**src/sv/tdpg_pkg.sv**
```systemverilog
`timescale 1ns / 1ps
// ----------------------------------------------------------------------------
// Trial-division prime generator package
// Widths, limits and fixed values shared by the generator.
// ----------------------------------------------------------------------------
package tdpg_pkg;

    localparam int CAND_W  = 16;   // candidate and prime value width
    localparam int ORD_W   = 12;   // ordinal width
    localparam int COUNT_W = 13;   // configured count and produced count width
    localparam int DIV_W   = 11;   // stored divisor width, covers a table of up to 256 primes

    localparam int DIVISOR_DEPTH_DEF = 64;

    localparam logic [COUNT_W-1:0] MAX_PRIMES        = COUNT_W'(4096);
    localparam logic [COUNT_W-1:0] PRIME_COUNT_RESET = COUNT_W'(4096);

    localparam logic [CAND_W-1:0] FIRST_PRIME = CAND_W'(2);
    localparam logic [CAND_W-1:0] FIRST_ODD   = CAND_W'(3);

    // remainder bits resolved per divider cycle
    localparam int STEP_BITS = 4;

endpackage

```
**src/sv/trial_division_prime_generator_top.sv**
```systemverilog
`timescale 1ns / 1ps
// ----------------------------------------------------------------------------
// Trial-division prime generator
// Gives the primes in ascending order, one per request, starting with 2.
// ----------------------------------------------------------------------------
// Each request without restart returns the next prime, its zero-based ordinal
// and a flag on the final prime of the run; once prime_count primes (at most
// MAX_PRIMES) are out, or no prime remains below 65536, a request returns the
// exhausted flag. A restart request clears the run and returns all zeros.
// Restart, exhausted and the first prime go from idle straight to the result
// state. Any other request tests candidates from the one above the last prime
// upwards against the divisor table, one divisor at a time: a memory read
// issued ahead, a square compare and a remainder unit (4 bits a cycle) that
// resolves the candidate in steps of STEP_BITS.
// Requests are taken one at a time; a new request is taken while the previous
// result still waits at the output.
// ----------------------------------------------------------------------------
module trial_division_prime_generator_top
    import tdpg_pkg::*;
#(
    parameter int DIVISOR_DEPTH = DIVISOR_DEPTH_DEF
)
(
    input  logic               clk,
    input  logic               rst_n,

    input  logic               cfg_valid,
    output logic               cfg_ready,
    input  logic [COUNT_W-1:0] prime_count,

    input  logic               in_valid,
    output logic               in_stall,
    input  logic               restart,

    output logic               out_valid,
    input  logic               out_stall,
    output logic [CAND_W-1:0]  prime_value,
    output logic [ORD_W-1:0]   prime_ordinal,
    output logic               last_prime,
    output logic               exhausted
);

    localparam int IDX_W    = (DIVISOR_DEPTH > 1) ? $clog2(DIVISOR_DEPTH) : 1;
    localparam int FILL_W   = $clog2(DIVISOR_DEPTH + 1);
    localparam int STEPS    = CAND_W / STEP_BITS;
    localparam int STEP_CNT_W = (STEPS > 1) ? $clog2(STEPS) : 1;

    localparam logic [FILL_W-1:0]     DEPTH_FILL = FILL_W'(DIVISOR_DEPTH);
    localparam logic [STEP_CNT_W-1:0] STEP_LAST  = STEP_CNT_W'(STEPS - 1);

    typedef enum logic [2:0] {
        ST_IDLE,
        ST_CAND,
        ST_TEST,
        ST_DIV,
        ST_FOUND,
        ST_RESULT
    } state_t;

    // divisor table
    logic [DIV_W-1:0] table_mem [DIVISOR_DEPTH];
    logic [DIV_W-1:0] rd_data_reg;
    logic             rd_en;
    logic [IDX_W-1:0] rd_addr;
    logic             wr_en;
    logic [IDX_W-1:0] wr_addr;
    logic [DIV_W-1:0] wr_data;

    state_t                state_reg, state_next;
    logic [COUNT_W-1:0]    prime_count_reg;
    logic [FILL_W-1:0]     fill_reg, fill_next;
    logic [CAND_W-1:0]     next_cand_reg, next_cand_next;
    logic [COUNT_W-1:0]    produced_reg, produced_next;
    logic [CAND_W:0]       cand_reg, cand_next;
    logic [FILL_W-1:0]     idx_reg, idx_next;
    logic [DIV_W-1:0]      rem_reg, rem_next;
    logic [CAND_W-1:0]     dvd_reg, dvd_next;
    logic [STEP_CNT_W-1:0] step_reg, step_next;

    logic [CAND_W-1:0]     res_value_reg, res_value_next;
    logic [ORD_W-1:0]      res_ordinal_reg, res_ordinal_next;
    logic                  res_last_reg, res_last_next;
    logic                  res_exh_reg, res_exh_next;

    logic                  out_valid_reg;
    logic [CAND_W-1:0]     prime_value_reg;
    logic [ORD_W-1:0]      prime_ordinal_reg;
    logic                  last_prime_reg;
    logic                  exhausted_reg;

    logic [COUNT_W-1:0]    limit;
    logic [COUNT_W-1:0]    produced_inc;
    logic [2*DIV_W-1:0]    square;
    logic [DIV_W-1:0]      div_rem;
    logic [CAND_W-1:0]     div_dvd;
    logic [FILL_W-1:0]     idx_inc;
    logic                  in_accept;
    logic                  out_load;

    assign limit        = (prime_count_reg > MAX_PRIMES) ? MAX_PRIMES : prime_count_reg;
    assign produced_inc = produced_reg + COUNT_W'(1);
    assign square       = (2*DIV_W)'(rd_data_reg) * (2*DIV_W)'(rd_data_reg);
    assign idx_inc      = idx_reg + FILL_W'(1);
    assign in_accept    = in_valid && !in_stall;
    assign out_load     = (state_reg == ST_RESULT) && (!out_valid_reg || !out_stall);

    assign in_stall  = (state_reg != ST_IDLE);
    assign cfg_ready = 1'b1;

    assign out_valid     = out_valid_reg;
    assign prime_value   = prime_value_reg;
    assign prime_ordinal = prime_ordinal_reg;
    assign last_prime    = last_prime_reg;
    assign exhausted     = exhausted_reg;

    // remainder unit: STEP_BITS restoring steps a cycle
    always_comb
    begin
        logic [DIV_W:0]    t;
        logic [DIV_W-1:0]  r;
        logic [CAND_W-1:0] d;
        r = rem_reg;
        d = dvd_reg;
        for (int k = 0; k < STEP_BITS; k++)
        begin
            t = {r, d[CAND_W-1]};
            d = {d[CAND_W-2:0], 1'b0};
            if (t >= {1'b0, rd_data_reg})
            begin
                t = t - {1'b0, rd_data_reg};
            end
            r = t[DIV_W-1:0];
        end
        div_rem = r;
        div_dvd = d;
    end

    always_comb
    begin
        state_next       = state_reg;
        fill_next        = fill_reg;
        next_cand_next   = next_cand_reg;
        produced_next    = produced_reg;
        cand_next        = cand_reg;
        idx_next         = idx_reg;
        rem_next         = rem_reg;
        dvd_next         = dvd_reg;
        step_next        = step_reg;
        res_value_next   = res_value_reg;
        res_ordinal_next = res_ordinal_reg;
        res_last_next    = res_last_reg;
        res_exh_next     = res_exh_reg;
        rd_en            = 1'b0;
        rd_addr          = '0;
        wr_en            = 1'b0;
        wr_addr          = fill_reg[IDX_W-1:0];
        wr_data          = '0;

        case (state_reg)
            ST_IDLE:
            begin
                if (in_accept)
                begin
                    res_value_next   = '0;
                    res_ordinal_next = '0;
                    res_last_next    = 1'b0;
                    res_exh_next     = 1'b0;
                    if (restart)
                    begin
                        fill_next      = '0;
                        next_cand_next = FIRST_ODD;
                        produced_next  = '0;
                        state_next     = ST_RESULT;
                    end
                    else if (produced_reg >= limit)
                    begin
                        res_exh_next = 1'b1;
                        state_next   = ST_RESULT;
                    end
                    else if (produced_reg == '0)
                    begin
                        if (fill_reg < DEPTH_FILL)
                        begin
                            wr_en     = 1'b1;
                            wr_data   = DIV_W'(FIRST_PRIME);
                            fill_next = fill_reg + FILL_W'(1);
                        end
                        res_value_next   = FIRST_PRIME;
                        res_ordinal_next = produced_reg[ORD_W-1:0];
                        res_last_next    = (produced_inc == limit);
                        produced_next    = produced_inc;
                        state_next       = ST_RESULT;
                    end
                    else
                    begin
                        cand_next  = {1'b0, next_cand_reg};
                        state_next = ST_CAND;
                    end
                end
            end

            ST_CAND:
            begin
                if (cand_reg[CAND_W])
                begin
                    res_exh_next = 1'b1;
                    state_next   = ST_RESULT;
                end
                else if (fill_reg == '0)
                begin
                    state_next = ST_FOUND;
                end
                else
                begin
                    rd_en      = 1'b1;
                    rd_addr    = '0;
                    idx_next   = '0;
                    state_next = ST_TEST;
                end
            end

            ST_TEST:
            begin
                if ((rd_data_reg < DIV_W'(2)) ||
                    (square > (2*DIV_W)'(cand_reg[CAND_W-1:0])))
                begin
                    state_next = ST_FOUND;
                end
                else
                begin
                    rem_next   = '0;
                    dvd_next   = cand_reg[CAND_W-1:0];
                    step_next  = '0;
                    state_next = ST_DIV;
                end
            end

            ST_DIV:
            begin
                rem_next  = div_rem;
                dvd_next  = div_dvd;
                step_next = step_reg + STEP_CNT_W'(1);
                if (step_reg == STEP_LAST)
                begin
                    if (div_rem == '0)
                    begin
                        cand_next  = cand_reg + (CAND_W+1)'(1);
                        state_next = ST_CAND;
                    end
                    else if (idx_inc == fill_reg)
                    begin
                        state_next = ST_FOUND;
                    end
                    else
                    begin
                        rd_en      = 1'b1;
                        rd_addr    = idx_inc[IDX_W-1:0];
                        idx_next   = idx_inc;
                        state_next = ST_TEST;
                    end
                end
            end

            ST_FOUND:
            begin
                if (fill_reg < DEPTH_FILL)
                begin
                    wr_en     = 1'b1;
                    wr_data   = DIV_W'(cand_reg[CAND_W-1:0]);
                    fill_next = fill_reg + FILL_W'(1);
                end
                next_cand_next   = cand_reg[CAND_W-1:0] + CAND_W'(1);
                res_value_next   = cand_reg[CAND_W-1:0];
                res_ordinal_next = produced_reg[ORD_W-1:0];
                res_last_next    = (produced_inc == limit);
                res_exh_next     = 1'b0;
                produced_next    = produced_inc;
                state_next       = ST_RESULT;
            end

            ST_RESULT:
            begin
                if (out_load)
                begin
                    state_next = ST_IDLE;
                end
            end

            default:
            begin
                state_next = ST_IDLE;
            end
        endcase
    end

    always_ff @(posedge clk)
    begin
        if (wr_en)
        begin
            table_mem[wr_addr] <= wr_data;
        end
        if (rd_en)
        begin
            rd_data_reg <= table_mem[rd_addr];
        end
    end

    always_ff @(posedge clk or negedge rst_n)
    begin
        if (!rst_n)
        begin
            state_reg       <= ST_IDLE;
            prime_count_reg <= PRIME_COUNT_RESET;
            fill_reg        <= '0;
            next_cand_reg   <= FIRST_ODD;
            produced_reg    <= '0;
            out_valid_reg   <= 1'b0;
        end
        else
        begin
            state_reg     <= state_next;
            fill_reg      <= fill_next;
            next_cand_reg <= next_cand_next;
            produced_reg  <= produced_next;
            if (cfg_valid && cfg_ready)
            begin
                prime_count_reg <= prime_count;
            end
            if (out_load)
            begin
                out_valid_reg <= 1'b1;
            end
            else if (!out_stall)
            begin
                out_valid_reg <= 1'b0;
            end
        end
    end

    always_ff @(posedge clk)
    begin
        cand_reg        <= cand_next;
        idx_reg         <= idx_next;
        rem_reg         <= rem_next;
        dvd_reg         <= dvd_next;
        step_reg        <= step_next;
        res_value_reg   <= res_value_next;
        res_ordinal_reg <= res_ordinal_next;
        res_last_reg    <= res_last_next;
        res_exh_reg     <= res_exh_next;
        if (out_load)
        begin
            prime_value_reg   <= res_value_reg;
            prime_ordinal_reg <= res_ordinal_reg;
            last_prime_reg    <= res_last_reg;
            exhausted_reg     <= res_exh_reg;
        end
    end

endmodule
```
**config.mk**
```make
export PLATFORM = sky130hd
export DESIGN_NAME = trial_division_prime_generator_top
export DESIGN_NICKNAME = d
export VERILOG_FILES = /design/src/sv/tdpg_pkg.sv /design/src/sv/trial_division_prime_generator_top.sv
export SDC_FILE = /design/constraint.sdc
export NUM_CORES = 1
export LEC_CHECK = 0
export ABC_CLOCK_PERIOD_IN_PS = 19600
export BUFFER_PORTS_ARGS = -buffer_cell sky130_fd_sc_hd__buf_2
export CAP_MARGIN = 25
export CORE_AREA = 2 2 283 285
export DETAILED_ROUTE_END_ITERATION = 8
export DIE_AREA = 0 0 285 287
export GPL_TIMING_DRIVEN = 1
export PLACE_DENSITY = 0.7
export SKIP_CTS_REPAIR_TIMING = 1
export SLEW_MARGIN = 10
export SYNTH_ARGS = -nofsm -noshare
export SYNTH_HDL_FRONTEND = slang
export SYNTH_SLANG_ARGS = --single-unit
export TNS_END_PERCENT = 10
```
**constraint.sdc**
```tcl
create_clock -name clk -period 19.6 [get_ports clk]
set_input_delay 0.98 -clock clk [delete_from_list [all_inputs] [get_ports clk]]
set_output_delay 0.98 -clock clk [all_outputs]
set_load 0.005 [all_outputs]
```
==> impl_metrics.yaml, run 1 <==
route:
  num_vias: 27300
  wl_um: 110000
  ant_nets: 0
  drt_pass1_iterations: 6
  avgViaCountPerCell: 6.33
  route.detailed.wl_per_inst_um: 25.4
  drc: 0
  drt_iter0_drc: 3684
clock_network:
  cts_root_buf: "clkbuf_16"
  htree_levels: 3
  cts_made_buffers: 89
  clk_pin_slew_ps: 60
  cts_tree: "done"
  clk_path_buf_depth: 3
  clkLatencyLatePin_ps: 680
  clock_sinks: 881
floorplanning:
  pin_count: 52
  core_um2: 78600
  die_y_um: 287
  row_count: 103
  die_w_um: 285
  start_util: 0.538
  die-area_um2: 81800
timing:
  worst_slew_pin_slew_ps: 1130
  final_max_slew_viol_count: 0
  tns_ps: 0
  finalSetupViolations: 0
  fin_hold_ws_ps: 419
  period_share: 0.687
  hold_viol: 0
  clock_skew_ps: 68.7
  max_slew_margin: 0.243
  rsz0062_at_grt: "no"
  min_period_ps: 13470
  fmax_mhz: 74.2
logic_synthesis:
  synth_area_leaders: "edfxtp_1 (59%), ha_1 (3.9%), mux4_2 (3.6%)"
  synthesis.nets: 3327
  synth-seq-cells: 881
  synth-edff-count: 828
  syn_avg_cell_area_um2: 13.6
  synth_area_um2: 42300
  yosysSeqAreaShare: 0.619
  postSynthCellCount: 3110
  synth_cell_type_count: 85
  synth_top_area_frac: 0.588
  async_reset_ff_frac: 0.0602
  yosys.area.top_type: "edfxtp_1"
  synth_ff_type: "edfxtp_1"
  yosys_warnings: 0
setup_path:
  r2r-end: "rd_data_reg[10]$_DFFE_PP_"
  crit_type: "flop to flop"
  endpoint_kind: "flop"
  cp.required_ps: 19910
  regToRegStartpoint: "rd_data_reg[2]$_DFFE_PP_"
  crit_path_max_incr_delay_ps: 840
  crit_top_cell: "o21ai_0"
  ff2ff_setup_slack_ps: 6130
  crit_cells: 40
  cp_max_fo: 61
  setup.worst_path.start_class: "flop"
  crit_family: "compound AO/OA/AOI/OAI gates"
  crit_buf_inv: 3
  crit_arrival_ps: 13780
  reg2regPathDepth: 40
  critPathSlowestCell: "buf_4"
global_route:
  antenna_found_initial: 1
  grt_max_degree: 77
  grt_usage: 0.268
  grt_pass1_wl_um: 165000
  grt-ovfl-total: 0
  grt_pass1_vias: 27100
placement:
  place_inst: 4121
  place.gp.congestion: 0.931
  numPortBuffers: 50
  dp_hpwl_um: 71200
final_layout:
  fin_util: 0.600
  nets: 3407
  layout.cells.non_filler: 4317
  largest_reg_flops: 704
  area_delta_synth_final_pct: 11.6
  drive_above_1_share: 0.141
worst_hold_path:
  hold_start: "res_value_reg[15]$_SDFFCE_PN0P_"
  whs_endpoint: "prime_value[15]$_DFFE_PP_"
  min_delay_path_depth: 0
  hold_class: "flop to flop"
job:
  max_cap_violations: 0
status:
  status: "finished clean"
[worst register-to-register path, delay by kind of cell (launching register included)]
family	cells	cell delay (ps)
AOI/OAI and AO/OA	23	7380
and+or+nand+nor	8	1670
adders and majority gates	4	1590
buffers and inverters	3	1260
muxes	2	650
DFF	1	610
[how the worst max path moves through the flow]
stage                                    from                   endpoint  slack [ps]
floorplan            rd_data_reg[3]$_DFFE_PP_      cand_reg[0]$_DFFE_PP_        8920
global placement     rd_data_reg[5]$_DFFE_PP_  rd_data_reg[10]$_DFFE_PP_        6670
detailed placement   rd_data_reg[5]$_DFFE_PP_   rd_data_reg[4]$_DFFE_PP_        6420
CTS                 rd_data_reg[10]$_DFFE_PP_   rd_data_reg[4]$_DFFE_PP_        6390
global route        rd_data_reg[10]$_DFFE_PP_   rd_data_reg[4]$_DFFE_PP_        5120
finish               rd_data_reg[2]$_DFFE_PP_  rd_data_reg[10]$_DFFE_PP_        6130
[area by class of cell]
type | count | area, um^2
diodes | 2 | 5.00
clock buffers | 102 | 2310
clock inverters | 64 | 681
fillers | 5966 | 31400
inverters | 150 | 563
multi-input cells | 1922 | 15100
flip-flops and latches | 881 | 26200
well taps | 1050 | 1310
repair buffers | 146 | 1060
[cell families (layout without fill, tap and decap cells)]
kind of cell,count (synthesis),after routing,share of synthesized area
AO/OA/AOI/OAI,639,639,0.102
XOR/XNOR,90,90,0.0186
adder cells (fa/ha/maj),198,198,0.0704
buffers and inverters,307,462,0.0289
flip-flops,881,881,0.619
multiplexers,239,239,0.0785
other,1,3,0.0000886
AND/OR/NAND/NOR,755,755,0.0822
[cell usage in the layout, fill, tap and decap left out, types with 15 or more instances in the layout]
cell type	n
clkinv_2	17
ha_1	130
a2111oi_0	19
a221oi_1	21
a31oi_1	15
nand3_1	52
a21oi_1	100
clkbuf_16	90
o21ai_0	178
buf_4	79
o21a_1	25
buf_2	50
a211oi_1	62
nor2b_1	48
mux4_2	68
clkinv_1	25
mux2i_1	111
mux2_2	58
nor2_1	295
o31ai_1	22
nand2_1	168
o22ai_1	24
inv_1	144
edfxtp_1	828
xor2_1	18
nor3_1	56
fa_1	67
dfrtp_1	50
xnor2_1	70
[Yosys cell counts (11+ instances only)]
master,instances
nor2_1,296
fa_1,67
nand3_1,52
mux2i_1,111
a211oi_1,62
a2111oi_0,19
o21ai_0,179
nor3b_1,11
dfrtp_1,50
a21o_1,14
buf_1,17
nor3_1,67
o31ai_1,22
ha_1,131
inv_1,144
a211o_1,11
nor4_1,14
edfxtp_1,828
clkbuf_1,120
o211ai_1,11
nor2b_1,48
a221oi_1,21
nand2_1,169
xor2_1,19
nand4_1,14
xnor2_1,71
nand2b_1,11
mux2_2,58
o22ai_1,24
and2_1,12
a21boi_0,12
mux4_2,68
or3_1,11
a21oi_1,101
o21a_1,25
a31oi_1,15
and3_1,14
[metrics by stage]
step | cell area, um^2 | setup slack, ps
after floorplan | 42300 | 8920
after global placement | 43700 | 6670
after detailed placement | 44000 | 6420
after CTS | 47000 | 6390
after global routing | 47200 | 5120
final | 47200 | 6130
[routing by layer]
metal	vias up	track usage	part of all wire	routed length [um]
met5	-	0	0	0
met4	0	0.117	0.044	4860
met3	305	0.0496	0.090	9840
met2	1395	0.432	0.48	52200
met1	13600	0.358	0.39	42800
li1	12000	-	-	-
Power of run 1 is not shown: default switching activity piles up to over one toggle a cycle in this logic, so the estimate is an artifact.
==> run 2: changes to the inputs <==
--- a/config.mk
+++ b/config.mk
@@ -5,14 +5,14 @@
 export SDC_FILE = /design/constraint.sdc
 export NUM_CORES = 1
 export LEC_CHECK = 0
-export ABC_CLOCK_PERIOD_IN_PS = 19600
+export ABC_CLOCK_PERIOD_IN_PS = 11100
 export BUFFER_PORTS_ARGS = -buffer_cell sky130_fd_sc_hd__buf_2
 export CAP_MARGIN = 25
 export CORE_AREA = 2 2 283 285
 export DETAILED_ROUTE_END_ITERATION = 8
 export DIE_AREA = 0 0 285 287
 export GPL_TIMING_DRIVEN = 1
-export PLACE_DENSITY = 0.7
+export PLACE_DENSITY = 0.72
 export SKIP_CTS_REPAIR_TIMING = 1
 export SLEW_MARGIN = 10
 export SYNTH_ARGS = -nofsm -noshare
==> constraint.sdc (replaced) <==
create_clock -name clk -period 11.1 [get_ports clk]
set_input_delay 0.555 -clock clk [delete_from_list [all_inputs] [get_ports clk]]
set_output_delay 0.555 -clock clk [all_outputs]
set_load 0.005 [all_outputs]
==> run 2 against run 1 <==
Effect of this change: maximum frequency rose by 27%; core utilization rose by 0.73 points; critical path depth did not move; highest routed layer unchanged; setup slack got worse by 5700 ps; wire length rose by 1.9%; via count rose by 1.1%; register-to-register slack got worse by 5700 ps; sequential cell count did not move; die area did not move; hold slack got worse by 390 ps; final area rose by 1.2%; non-clock buffer count rose by 69.
==> impl_metrics.yaml, run 2 (synthesis gave the netlist of run 1 again) <==
final_layout:
  layout.cells.non_filler: 4380
  fin_util: 0.608
  largest_reg_flops: 704
  final_common_cell: "edfxtp_1"
  final_cell_mix: "edfxtp_1 (828), nor2_1 (291), o21ai_0 (174)"
  nets: 3475
  design_area_um2: 47800
  area_delta_synth_final_pct: 12.9
  drive_above_1_share: 0.167
clock_network:
  cts_made_buffers: 88
  htree_levels: 3
  clock_sinks: 881
  clkLatencyLatePin_ps: 670
  cts_tree: "done"
  cts_root_buf: "clkbuf_16"
  clk_path_buf_depth: 3
  clk_pin_slew_ps: 60
pwr:
  p_total_mw: 16.3
  p_leak_nw: 17.4
  vdd_ir_drop_max_mv: 0.482
  power.density_nw_per_um2: 341
floorplanning:
  row_count: 103
  die_w_um: 285
  core_um2: 78600
  start_util: 0.538
  pin_count: 52
  die-area_um2: 81800
  die_y_um: 287
setup_path:
  ff2ff_setup_slack_ps: 480
  regToRegStartpoint: "rd_data_reg[10]$_DFFE_PP_"
  r2r-end: "rd_data_reg[8]$_DFFE_PP_"
  cp.required_ps: 11510
  crit_arrival_ps: 11030
  critPathSlowestCell: "o41ai_4"
  critPathLaunch: "rd_data_reg[10]$_DFFE_PP_"
  crit_type: "flop to flop"
  endpoint: "rd_data_reg[8]$_DFFE_PP_"
  setup.worst_path.start_class: "flop"
  reg2regPathDepth: 40
  crit_family: "compound AO/OA/AOI/OAI gates"
  crit_path_max_incr_delay_ps: 610
  cp_max_fo: 24
  crit_buf_inv: 5
  crit_cells: 40
  endpoint_kind: "flop"
timing:
  worst_slew_pin_slew_ps: 1140
  setup_ws_ps: 475
  min_period_ps: 10620
  fmax_mhz: 94.1
  clock_skew_ps: 48.5
  hold_viol: 0
  period_share: 0.957
  max_slew_margin: 0.239
  tns_ps: 0
  fin_hold_ws_ps: 33.9
  final_max_slew_viol_count: 0
  finalSetupViolations: 0
route:
  wl_um: 112000
  drt_pass1_iterations: 6
  drt_iter0_drc: 3044
  ant_nets: 0
  num_vias: 27600
  drc: 0
  avgViaCountPerCell: 6.31
  route.detailed.wl_per_inst_um: 25.5
placement:
  place_area_um2: 44300
  dp_hpwl_um: 71900
  pre_cts_slack_ps: -343
  numPortBuffers: 50
  place_inst: 4164
  place.gp.congestion: 0.939
job:
  max_cap_violations: 0
global_route:
  grt_max_degree: 134
  grt_usage: 0.270
  grt-ovfl-total: 0
  grt_pass1_wl_um: 167000
  grt_pass1_vias: 26800
  antenna_found_initial: 2
worst_hold_path:
  hold_class: "input pin to async pin"
status:
  status: "finished clean"
## run 2: final cells by class
class,instances,area [um^2]
fill,5950,30800
sequential,881,26200
multi-input combinational,1922,15300
clock buffer,108,2320
timing repair buffer,215,1640
tap,1050,1310
inverter,150,563
clock inverter,52,420
antenna,2,5.00
## run 2: worst min path at each step
stage | slack (ps) | end | from | cells after the start
2_1_floorplan | 260 | fill_reg[0]$_DFFE_PN0P_ | rst_n | 0
3_3_place_gp | 400 | prime_value[7]$_DFFE_PP_ | res_value_reg[7]$_SDFFCE_PN0P_ | 0
3_5_place_dp | 400 | last_prime$_DFFE_PP_ | res_last_reg$_DFFE_PP_ | 0
4_1_cts | 30 | prime_count_reg[10]$_DFFE_PN0P_ | rst_n | 2
5_1_grt | 70 | prime_count_reg[10]$_DFFE_PN0P_ | rst_n | 2
6_report | 30 | prime_count_reg[10]$_DFFE_PN0P_ | rst_n | 2
## run 2: worst reg2reg max path, delay by kind of cell (launching register included)
family	cells	cell delay, ps
buf+inv	5	940
mux	1	320
flops	1	520
fa+ha+maj	4	1590
simple gates	9	1820
compound gates	21	5190
## run 2: layer usage
metal	global-route usage	routed length, um	share of wire	vias up
li1	-	-	-	12100
met5	0	0	0	-
met4	0.113	4820	0.043	0
met1	0.367	44200	0.40	13900
met3	0.0464	9410	0.084	263
met2	0.434	53300	0.48	1375
## run 2: where the power goes
part | total [mW] | switching, mW | internal (mW)
clock | 2.82 | 1.28 | 1.55
sequential | 4.20 | 0.152 | 4.05
combinational | 9.27 | 5.54 | 3.73
Note: power is estimated with default switching activity, not from simulation.
